--- config.mk ---
export PLATFORM = sky130hd
export DESIGN_NAME = rc4_stream_cipher
export DESIGN_NICKNAME = d
export VERILOG_FILES = /design/src/rc4sc_pkg.sv /design/src/rc4_stream_cipher.sv
export SDC_FILE = /design/constraint.sdc
export NUM_CORES = 2
export LEC_CHECK = 0
export BUFFER_PORTS_ARGS = -buffer_cell sky130_fd_sc_hd__buf_2
export CAP_MARGIN = 20
export CORE_UTILIZATION = 45
export DETAILED_ROUTE_END_ITERATION = 8
export GPL_TIMING_DRIVEN = 1
export HOLD_SLACK_MARGIN = 0.03
export PLACE_DENSITY_LB_ADDON = 0.05
export SYNTH_ARGS = -nofsm -noshare
export SYNTH_HDL_FRONTEND = slang
export SYNTH_SLANG_ARGS = --single-unit
--- constraint.sdc ---
create_clock -name clk -period 9.2 [get_ports clk]
set_input_delay 2.3 -clock clk [delete_from_list [all_inputs] [get_ports clk]]
set_output_delay 2.3 -clock clk [all_outputs]
set_load 0.02 [all_outputs]
--- src/rc4sc_pkg.sv ---
// Package with the request and result types, register map and controller states of the RC4 block.
`timescale 1ns / 1ps

package rc4sc_pkg;

	localparam int unsigned APB_ADDR_W = 6;
	localparam int unsigned APB_DATA_W = 64;
	localparam int unsigned KEY_WORDS  = 4;
	localparam int unsigned KEY_BYTES  = 32;
	localparam int unsigned LEN_W      = 6;

	localparam logic [2:0] REG_KEY_LENGTH = 3'd0;
	localparam logic [2:0] REG_KEY_WORD_0 = 3'd1;
	localparam logic [2:0] REG_KEY_WORD_1 = 3'd2;
	localparam logic [2:0] REG_KEY_WORD_2 = 3'd3;
	localparam logic [2:0] REG_KEY_WORD_3 = 3'd4;

	localparam logic OP_REKEY  = 1'b0;
	localparam logic OP_CIPHER = 1'b1;

	typedef struct packed {
		logic       operation;
		logic [7:0] data_byte;
	} cmd_t;

	typedef struct packed {
		logic [7:0] out_byte;
		logic       rekey_done;
	} res_t;

	typedef enum logic [3:0] {
		ST_IDLE,
		ST_D_RDJ,
		ST_D_SWP,
		ST_D_WRJ,
		ST_K_FILL,
		ST_K_RDJ,
		ST_K_WRK,
		ST_K_WRJ,
		ST_K_DONE
	} state_t;

endpackage

--- src/rc4_stream_cipher.sv ---
// RC4 stream cipher: key registers, permutation memory and the schedule and generator controller.
// The block takes requests on the cmd channel (cmd_valid, cmd_stall, cmd) and returns one
// result per request on the res channel (res_valid, res_stall, res). A request with operation
// zero runs the key schedule from the key held in the configuration registers; a request with
// operation one ciphers one data byte, which serves for encryption and decryption alike.
// The permutation lives in a 256 x 8 memory with one write port and one registered read port.
// A data request steps the controller through ST_D_RDJ, ST_D_SWP and ST_D_WRJ: one read of S[i],
// one read of S[j], and a swap whose first write overlaps the read of the keystream entry and
// whose second write goes with the registering of the result; only then is a new request taken.
// A rekey request first fills the memory with the identity, then runs 256 swap steps (states
// ST_K_RDJ, ST_K_WRK, ST_K_WRJ) on the single write port, and registers its result in ST_K_DONE.
// A data request must follow a rekey; before that the permutation holds no defined values.
// Reset clears the indices, the controller and the output valid flag, and sets the key length
// to one with an all-zero key; the memory itself is not cleared.
// The result waits in an output register while the receiver stalls; a new request is still
// accepted meanwhile, and the controller only waits when it has a second result to hand over.
// Configuration writes through the APB port are taken at any time but are meant for idle
// periods only.
`timescale 1ns / 1ps

module rc4_stream_cipher (
	input  logic                                 clk,
	input  logic                                 arst_n,
	input  logic                                 psel,
	input  logic                                 penable,
	input  logic                                 pwrite,
	input  logic [rc4sc_pkg::APB_ADDR_W-1:0]     paddr,
	input  logic [rc4sc_pkg::APB_DATA_W-1:0]     pwdata,
	output logic [rc4sc_pkg::APB_DATA_W-1:0]     prdata,
	output logic                                 pready,
	input  logic                                 cmd_valid,
	output logic                                 cmd_stall,
	input  rc4sc_pkg::cmd_t                      cmd,
	output logic                                 res_valid,
	input  logic                                 res_stall,
	output rc4sc_pkg::res_t                      res
);
	import rc4sc_pkg::*;

	logic [LEN_W-1:0]      key_length_q;
	logic [63:0]           key_q [KEY_WORDS];
	logic [2:0]            reg_idx;
	logic                  cfg_wr;

	logic [7:0]            mem [256];
	logic [7:0]            mem_rd_q;
	logic                  mem_we;
	logic [7:0]            mem_wa;
	logic [7:0]            mem_wd;
	logic                  mem_re;
	logic [7:0]            mem_ra;

	state_t                state_q;
	state_t                state_nxt;
	logic [7:0]            i_q;
	logic [7:0]            j_q;
	logic [7:0]            cnt_q;
	logic [4:0]            kpos_q;
	logic [4:0]            len_m1;
	logic [7:0]            held_q;
	logic [7:0]            data_q;
	logic                  hitj_q;
	logic                  res_valid_q;
	res_t                  res_q;

	logic                  cmd_acc;
	logic                  out_free;
	logic [7:0]            key_byte;
	logic [7:0]            j_sum;
	logic [7:0]            t_idx;
	logic [7:0]            ks_byte;
	logic                  res_ld;
	res_t                  res_nxt;

	// Configuration registers.
	assign pready  = 1'b1;
	assign reg_idx = paddr[APB_ADDR_W-1:3];
	assign cfg_wr  = psel && penable && pwrite && pready;

	always_ff @(posedge clk or negedge arst_n) begin
		if (!arst_n) begin
			key_length_q <= LEN_W'(1);
			for (int w = 0; w < KEY_WORDS; w++) begin
				key_q[w] <= '0;
			end
		end else if (cfg_wr) begin
			unique case (reg_idx)
				REG_KEY_LENGTH: key_length_q <= pwdata[LEN_W-1:0];
				REG_KEY_WORD_0: key_q[0] <= pwdata;
				REG_KEY_WORD_1: key_q[1] <= pwdata;
				REG_KEY_WORD_2: key_q[2] <= pwdata;
				REG_KEY_WORD_3: key_q[3] <= pwdata;
				default: ;
			endcase
		end
	end

	always_comb begin
		unique case (reg_idx)
			REG_KEY_LENGTH: prdata = {{(APB_DATA_W-LEN_W){1'b0}}, key_length_q};
			REG_KEY_WORD_0: prdata = key_q[0];
			REG_KEY_WORD_1: prdata = key_q[1];
			REG_KEY_WORD_2: prdata = key_q[2];
			REG_KEY_WORD_3: prdata = key_q[3];
			default:        prdata = '0;
		endcase
	end

	// Last key position used; a length of zero counts as one, lengths above the key as full.
	always_comb begin
		priority if (key_length_q == '0) begin
			len_m1 = '0;
		end else if (key_length_q > LEN_W'(KEY_BYTES)) begin
			len_m1 = 5'(KEY_BYTES - 1);
		end else begin
			len_m1 = 5'(key_length_q - LEN_W'(1));
		end
	end

	assign key_byte = key_q[kpos_q[4:3]][{kpos_q[2:0], 3'b000} +: 8];

	// Permutation memory; a read of the entry being written returns the new value.
	always_ff @(posedge clk) begin
		if (mem_we) begin
			mem[mem_wa] <= mem_wd;
		end
		if (mem_re) begin
			mem_rd_q <= (mem_we && (mem_wa == mem_ra)) ? mem_wd : mem[mem_ra];
		end
	end

	// Handshake.
	assign cmd_stall = (state_q != ST_IDLE);
	assign cmd_acc   = cmd_valid && !cmd_stall;
	assign out_free  = !res_valid_q || !res_stall;
	assign res_valid = res_valid_q;
	assign res       = res_q;

	// Next state.
	always_comb begin
		state_nxt = state_q;
		unique case (state_q)
			ST_IDLE: begin
				if (cmd_acc) begin
					state_nxt = (cmd.operation == OP_CIPHER) ? ST_D_RDJ : ST_K_FILL;
				end
			end
			ST_D_RDJ: state_nxt = ST_D_SWP;
			ST_D_SWP: state_nxt = ST_D_WRJ;
			ST_D_WRJ: begin
				if (out_free) begin
					state_nxt = ST_IDLE;
				end
			end
			ST_K_FILL: begin
				if (cnt_q == 8'hFF) begin
					state_nxt = ST_K_RDJ;
				end
			end
			ST_K_RDJ: state_nxt = ST_K_WRK;
			ST_K_WRK: state_nxt = ST_K_WRJ;
			ST_K_WRJ: state_nxt = (cnt_q == 8'hFF) ? ST_K_DONE : ST_K_RDJ;
			ST_K_DONE: begin
				if (out_free) begin
					state_nxt = ST_IDLE;
				end
			end
			default: state_nxt = ST_IDLE;
		endcase
	end

	// Memory controls and result.
	always_comb begin
		mem_we  = 1'b0;
		mem_wa  = '0;
		mem_wd  = '0;
		mem_re  = 1'b0;
		mem_ra  = '0;
		j_sum   = '0;
		t_idx   = '0;
		ks_byte = hitj_q ? held_q : mem_rd_q;
		res_ld  = 1'b0;
		res_nxt = '0;
		unique case (state_q)
			ST_IDLE: begin
				mem_re = cmd_acc && (cmd.operation == OP_CIPHER);
				mem_ra = i_q + 8'd1;
			end
			ST_D_RDJ: begin
				j_sum  = j_q + mem_rd_q;
				mem_re = 1'b1;
				mem_ra = j_sum;
			end
			ST_D_SWP: begin
				mem_we = 1'b1;
				mem_wa = i_q;
				mem_wd = mem_rd_q;
				t_idx  = held_q + mem_rd_q;
				mem_re = 1'b1;
				mem_ra = t_idx;
			end
			ST_D_WRJ: begin
				mem_we             = 1'b1;
				mem_wa             = j_q;
				mem_wd             = held_q;
				res_ld             = out_free;
				res_nxt.out_byte   = data_q ^ ks_byte;
				res_nxt.rekey_done = 1'b0;
			end
			ST_K_FILL: begin
				mem_we = 1'b1;
				mem_wa = cnt_q;
				mem_wd = cnt_q;
				mem_re = 1'b1;
				mem_ra = cnt_q + 8'd1;
			end
			ST_K_RDJ: begin
				j_sum  = j_q + mem_rd_q + key_byte;
				mem_re = 1'b1;
				mem_ra = j_sum;
			end
			ST_K_WRK: begin
				mem_we = 1'b1;
				mem_wa = cnt_q;
				mem_wd = mem_rd_q;
			end
			ST_K_WRJ: begin
				mem_we = 1'b1;
				mem_wa = j_q;
				mem_wd = held_q;
				mem_re = 1'b1;
				mem_ra = cnt_q + 8'd1;
			end
			ST_K_DONE: begin
				res_ld             = out_free;
				res_nxt.out_byte   = '0;
				res_nxt.rekey_done = 1'b1;
			end
			default: ;
		endcase
	end

	always_ff @(posedge clk or negedge arst_n) begin
		if (!arst_n) begin
			state_q     <= ST_IDLE;
			i_q         <= '0;
			j_q         <= '0;
			cnt_q       <= '0;
			kpos_q      <= '0;
			res_valid_q <= 1'b0;
		end else begin
			state_q <= state_nxt;
			if (res_ld) begin
				res_valid_q <= 1'b1;
			end else if (!res_stall) begin
				res_valid_q <= 1'b0;
			end
			unique case (state_q)
				ST_IDLE: begin
					if (cmd_acc) begin
						if (cmd.operation == OP_CIPHER) begin
							i_q <= i_q + 8'd1;
						end else begin
							j_q    <= '0;
							cnt_q  <= '0;
							kpos_q <= '0;
						end
					end
				end
				ST_D_RDJ: j_q <= j_sum;
				ST_K_FILL: cnt_q <= cnt_q + 8'd1;
				ST_K_RDJ: j_q <= j_sum;
				ST_K_WRJ: begin
					cnt_q  <= cnt_q + 8'd1;
					kpos_q <= (kpos_q == len_m1) ? 5'd0 : kpos_q + 5'd1;
				end
				ST_K_DONE: begin
					if (out_free) begin
						i_q <= '0;
						j_q <= '0;
					end
				end
				default: ;
			endcase
		end
	end

	always_ff @(posedge clk) begin
		if (cmd_acc) begin
			data_q <= cmd.data_byte;
		end
		if ((state_q == ST_D_RDJ) || (state_q == ST_K_RDJ)) begin
			held_q <= mem_rd_q;
		end
		if (state_q == ST_D_SWP) begin
			hitj_q <= (t_idx == j_q);
		end
		if (res_ld) begin
			res_q <= res_nxt;
		end
	end

`ifndef SYNTHESIS
	a_idle_no_write: assert property (@(posedge clk) disable iff (!arst_n)
		(state_q == ST_IDLE) |-> !mem_we)
		else $error("permutation memory written while idle");

	a_accept_leaves_idle: assert property (@(posedge clk) disable iff (!arst_n)
		cmd_acc |=> (state_q != ST_IDLE))
		else $error("accepted request did not start the controller");

	a_schedule_complete: assert property (@(posedge clk) disable iff (!arst_n)
		(state_q == ST_K_DONE) |-> (cnt_q == 8'd0))
		else $error("key schedule finished before all 256 swap steps");

	a_rekey_clears_idx: assert property (@(posedge clk) disable iff (!arst_n)
		(res_ld && res_nxt.rekey_done) |=> ((i_q == 8'd0) && (j_q == 8'd0)))
		else $error("indices not cleared after key schedule");
`endif

endmodule

-- Word-level counts from Yosys, hierarchy flattened
Memories as Yosys holds them, arrays and structs flattened. A register that Yosys moved wholly into a read port is not among the register bits.
Index checks and enable logic that the tools add are counted.
Widths: inputs -> output; s select.
- memories kept: 1
- input port bits: 86
- logic and storage cells: 124
- register bits: 322
- bits in writable memories: 2048
- muxes and demuxes: 38
- reduce and logical (&&, ||, !) cells: 35
- shifts and indexed selects: 1
- bitwise operators: 2
- order comparisons: 2
- equal/unequal tests: 22
- add/sub/neg operators: 7
- memories (memory ; depth ; bits a word ; rd ports ; clocked after Yosys merged registers in ; write ports ; RTL line ; RTL):
    mem ; 256 ; 8 ; 1 ; 1 ; 1 ; rc4_stream_cipher.sv:45 ; logic [7:0] mem [256];
- operators by type and width (cell ; number):
    $pmux 64 s5 ; 1
    $bmux 64 s2 ; 1
    $mux 64 ; 2
    $pmux 8 s3 ; 3
    $mux 8 ; 8
    $shiftx 64x7->8 ; 1
    $pmux 8 s5 ; 1
    $pmux 4 s8 ; 1
    $pmux 8 s2 ; 2
    $mux 5 ; 5
    $add 8x8->8 ; 3
    $pmux 9 s2 ; 1
    $add 8x1->8 const B ; 2
    $eq 4x3->1 const B ; 4
    $mux 4 ; 4
    $reduce_or 2->1 ; 6
    $ne 2x2->1 const B ; 5
    $pmux 5 s2 ; 1
    $reduce_and 2->1 ; 5
    $reduce_or 5->1 ; 2
    $reduce_and 3->1 ; 3
    $eq 4x2->1 const B ; 2
    $eq 8x8->1 ; 1
    $eq 8x8->1 const B ; 1
    26 further kinds ; 42

-- Depth between registers and ports, before layout
- depth in word-level cells: 8
- mapped depth: 24
- gate-level depth less buffers: 20

-- Least setup slack after synthesis
OpenSTA, ideal clock, no wires.
- path type: flip-flop to flip-flop
- from: register state_q[0]
- to: memory mem[0][6] (data pin)
- path slack: -0.326 ns
- data arrival time: 7.933 ns
- setup time: 1.593 ns
- buffers on the path: 3
- period minus slack after synthesis: 9.526 ns
- cell stages (with the launch flop): 7
- data required time: 7.607 ns
- cells stage by stage: dfrtp_1 -> buf_6 -> clkbuf_1 -> nor3b_1 -> clkbuf_1 -> nand2_1 -> o22ai_1
- word-level cells in the longest chain between the ends: 3
- RTL lines (element ; RTL line ; RTL):
    start: declaration ; rc4_stream_cipher.sv:53 ; state_t state_q;
    start signal: assignment ; rc4_stream_cipher.sv:252 ; state_q <= state_nxt;
    $eq 4x3->1 / $eq 4x2->1 (equally long branches) ; rc4_stream_cipher.sv:184 ; unique case (state_q)
    $reduce_or 2->1 (no source line) ; - ;
    $pmux 8 s3 (*) ; rc4_stream_cipher.sv:184 ;
    via mem_wd[6] ; rc4_stream_cipher.sv:49 ; logic [7:0] mem_wd;
    end: declaration ; rc4_stream_cipher.sv:45 ;
The timed path passes the listed nets; every way through them passes the cells marked *.

-- Final worst setup path
- from: register kpos_q[3]
- to: register mem_rd_q[4] (read register of mem) (data pin)
- word-level cells in the longest chain between the ends: 7
- RTL lines (element ; RTL line ; RTL):
    start: declaration ; rc4_stream_cipher.sv:58 ; logic [4:0] kpos_q;
    start signal: assignment ; rc4_stream_cipher.sv:275 ; kpos_q <= (kpos_q == len_m1) ? 5'd0 : kpos_q + 5'd1;
    $not 2->3 (implied by the code) ; rc4_stream_cipher.sv:120 ; assign key_byte = key_q[kpos_q[4:3]][{kpos_q[2:0], 3'b000} +: 8];
    $bmux 64 s2 ; rc4_stream_cipher.sv:120 ;
    $mux 64 (implied by the code) (2 in series) ; rc4_stream_cipher.sv:120 ;
    $shiftx 64x7->8 ; rc4_stream_cipher.sv:120 ;
    $add 8x8->8 ; rc4_stream_cipher.sv:218 ; j_sum = j_q + mem_rd_q + key_byte;
    $pmux 8 s5 ; rc4_stream_cipher.sv:184 ;
    end: declaration ; rc4_stream_cipher.sv:46 ; logic [7:0] mem_rd_q;
Every way passes these cells. The select of a mux whose other input is x is not followed.
A chain may end at the register's enable or synchronous reset.

==> impl_metrics.tcl <==
set metrics [dict create \
    coreArea_um2 223000 \
    synth_ff_type "edfxtp_1" \
    async_reset_ff_share_pct 12.4 \
    drt_pass1_iterations 6 \
    grt_pass1_vias 63800 \
    max-cap-violations 0 \
    yosysWarnings 0 \
    place.port_buffers 157 \
    grt_max_degree 199 \
    insertion_delay_ns 0.93 \
    placed_cells 10600 \
    worst_pin_slew_ns 1.28 \
    design.die.area_um2 226000 \
    cts_buffers 281 \
    drv_slew 0 \
    die_y_um 476 \
    synth_cells 7868 \
    r2r_cells 18 \
    final_area_um2 114000 \
    gr-total-overflow 0 \
    path_clk_slew_ns 0.06 \
    rrSetupSlack_ns 0.92 \
    via_per_inst 6.00 \
    routed_wl_mm 314 \
    required_ns 9.80 \
    ctsHoldBuffers 0 \
    ctsResizeCount 0 \
    syn2layout_area_growth_pct 12.6 \
    min-delay-start "key_q[73]" \
    htree_levels 5 \
    rr_endpoint "mem_rd_q[4]" \
    synth_seq_cells 2378 \
    worst_hold_slack_ns 0.528 \
    endpoint "mem_rd_q[4]" \
    worst_r2r_startpoint "kpos_q[3]" \
    netlist_area_um2 101000 \
    clkSinkCount 2378 \
    end_kind "register" \
    drtIter0Drc 6609 \
    syn_avg_cell_area_um2 12.8 \
    period_minus_slack_ns 8.28 \
    finalCritPeriodShare_pct 90.0 \
    finClkSkew_ns 0.0446 \
    instances_no_fill 11100 \
    rsz0062_at_grt "false" \
    die_w_um 476 \
    crit_path_start "kpos_q[3]" \
    num_io_pins 162 \
    fmax_ghz 0.121 \
    status "complete, no violations" \
    critPathLaunchType "register" \
    setup_viol 0 \
    hold_class "reg -> reg" \
    route.detailed.drc 0 \
    placed_cell_area_um2 105000 \
    post-dp-hpwl_mm 187 \
    cts-root-buf "clkbuf_16" \
    antenna_left 0 \
    antenna_found_initial 17 \
    gp_congestion 0.882 \
    synth_nets 7983 \
    cts.path.max_buffers 4 \
    slew_headroom_pct 14.4 \
    synth_seq_area_share_pct 69.3 \
    drive_above_1_share_pct 14.0 \
    wl_per_cell_um 28.2 \
    path_max_fanout 34 \
    crit_arrival_ns 8.88 \
    finalSetupTns_ns 0 \
    rows 173 \
    final_nets 8069 \
    setup.worst_path.class "reg -> reg" \
    initial_utilization_pct 45.4 \
    num_vias 66700 \
    synth_edf_count 2082 \
    track_usage_pct 27.6 \
    cts_setup_buffers 0 \
    cts_tree "built" \
    hold_viol_final 0 \
    grt_pass1_wl_mm 456 \
    synth.distinct_cells 99 \
]
[worst min path at each step]
stage,to,depth (start not counted)
3_5_place_dp,key_q[22],1
4_1_cts,key_q[22],1
3_3_place_gp,key_q[195],1
6_report,key_q[73],1
5_1_grt,key_q[13],1
2_1_floorplan,i_q[7],2
[cell usage after synthesis (all sizes together), types with 6 or more instances]
cell type     n  area (µm²)
a2111oi      13         139
xor2         27         236
and3        219        1370
a21o          7        52.6
ha           26         325
a21oi       106         531
a211o         8        70.1
and2         13        86.3
nor2b        16         100
a22o         10        87.6
dfrtp       295        7380
a221oi       19         166
nand4        29         181
mux2        272        3060
o22ai        19         119
nor3b         6        45.0
inv          24        90.1
nand4b        6        52.6
a211oi      137        1050
nor3         29         165
a311oi      190        1660
a22oi       130         981
edfxtp     2082       62500
nand3       786        3960
clkbuf      229         861
o31ai        10        75.1
mux2i        66         661
a32oi        11        96.3
nor2        356        1340
buf         333        1680
nor4         31         215
nor4b         9        93.8
xnor2        26         228
a31oi       140         876
mux4         79        1780
nand2b       12        75.1
nand2      1926        7230
or3          12        75.1
o21ai        54         270
o2111ai      12         105
o211ai        9        67.6
[cell usage in the layout (no fill, tap or decap), types with 37 or more instances in the layout]
master and count:
edfxtp_1 2082, nand2_1 1914, nand3_1 782, nor2_1 348
dfrtp_1 293, clkbuf_16 288, mux2_2 272, and3_1 218
a311oi_1 190, buf_4 166, buf_2 156, a31oi_1 140
a211oi_1 132, a22oi_1 128, a21oi_1 106, mux4_2 79
mux2i_1 66, clkbuf_1 65, clkinv_1 55, o21ai_0 46
buf_12 42, clkinv_2 37
[metrics by stage]
| step | setup slack (ns) | util, % |
|---|---|---|
| 2_1_floorplan | 3.08 | - |
| 3_3_place_gp | 0.935 | 47.3 |
| 3_5_place_dp | 0.878 | 47.3 |
| 4_1_cts | 0.865 | 51.1 |
| 5_1_grt | 0.653 | 51.1 |
| 6_report | 0.923 | 51.1 |
[cell type report]
| cell class | instances | area, µm² |
|---|---|---|
| tap | 2975 | 3720 |
| clock inverter | 115 | 877 |
| inverter | 25 | 125 |
| multi-input combinational | 4903 | 28600 |
| fill | 19200 | 109000 |
| timing repair buffer | 365 | 2880 |
| sequential | 2378 | 69900 |
| clock buffer | 358 | 7520 |
| antenna | 10 | 25.0 |
[routing by layer]
metal  track usage, %  up-vias  part of all wire [%]  wire length [µm]
li1                 -    29600                     -                 -
met1             40.0    34100                    44            138000
met2             42.4     2561                    46            143000
met3             4.59      527                   7.5             23600
met4             8.36        6                   3.0              9360
met5                0        -                 0.012                39
[worst max-delay path, cell delays in order, from the launching register on]
cell	delay, ns
dfrtp_4	0.85
buf_4	0.37
buf_4	0.32
mux4_2	0.55
mux4_2	0.55
mux2_2	0.33
ha_1	0.24
a211oi_1	0.44
o21ai_0	0.16
a21oi_1	0.38
a2111o_2	0.87
buf_4	0.39
a311oi_1	0.08
nor4_1	0.60
a31oi_1	0.30
a31oi_1	0.25
nand2_1	0.17
a211oi_1	0.78
a22oi_1	0.25
[flip-flops by register name (all words and copies together), names as in the netlist]
register      flops
res               9
j_q               8
res_valid         1
held_q            8
cnt_q             8
data_q            8
kpos_q            5
key_length_q      6
state_q           4
mem_rd_q          8
mem            2048
hitj_q            1
key_q           256
i_q               8
[kinds of logic (layout without fill, tap and decap cells)]
logic type	Yosys count	after routing	share of synthesized area, %
and+or+nand+nor	3471	3471	15.0
DFF	2378	2378	69.3
AOI/OAI and AO/OA	932	932	6.80
buffers and inverters	587	863	2.61
muxes	417	417	5.45
xor gates and xnor gates	53	53	0.460
adders and majority gates	29	29	0.382
other	1	11	0.00371
Power is not shown: default switching activity piles up to over one toggle a cycle in this logic, so the estimate is an artifact.
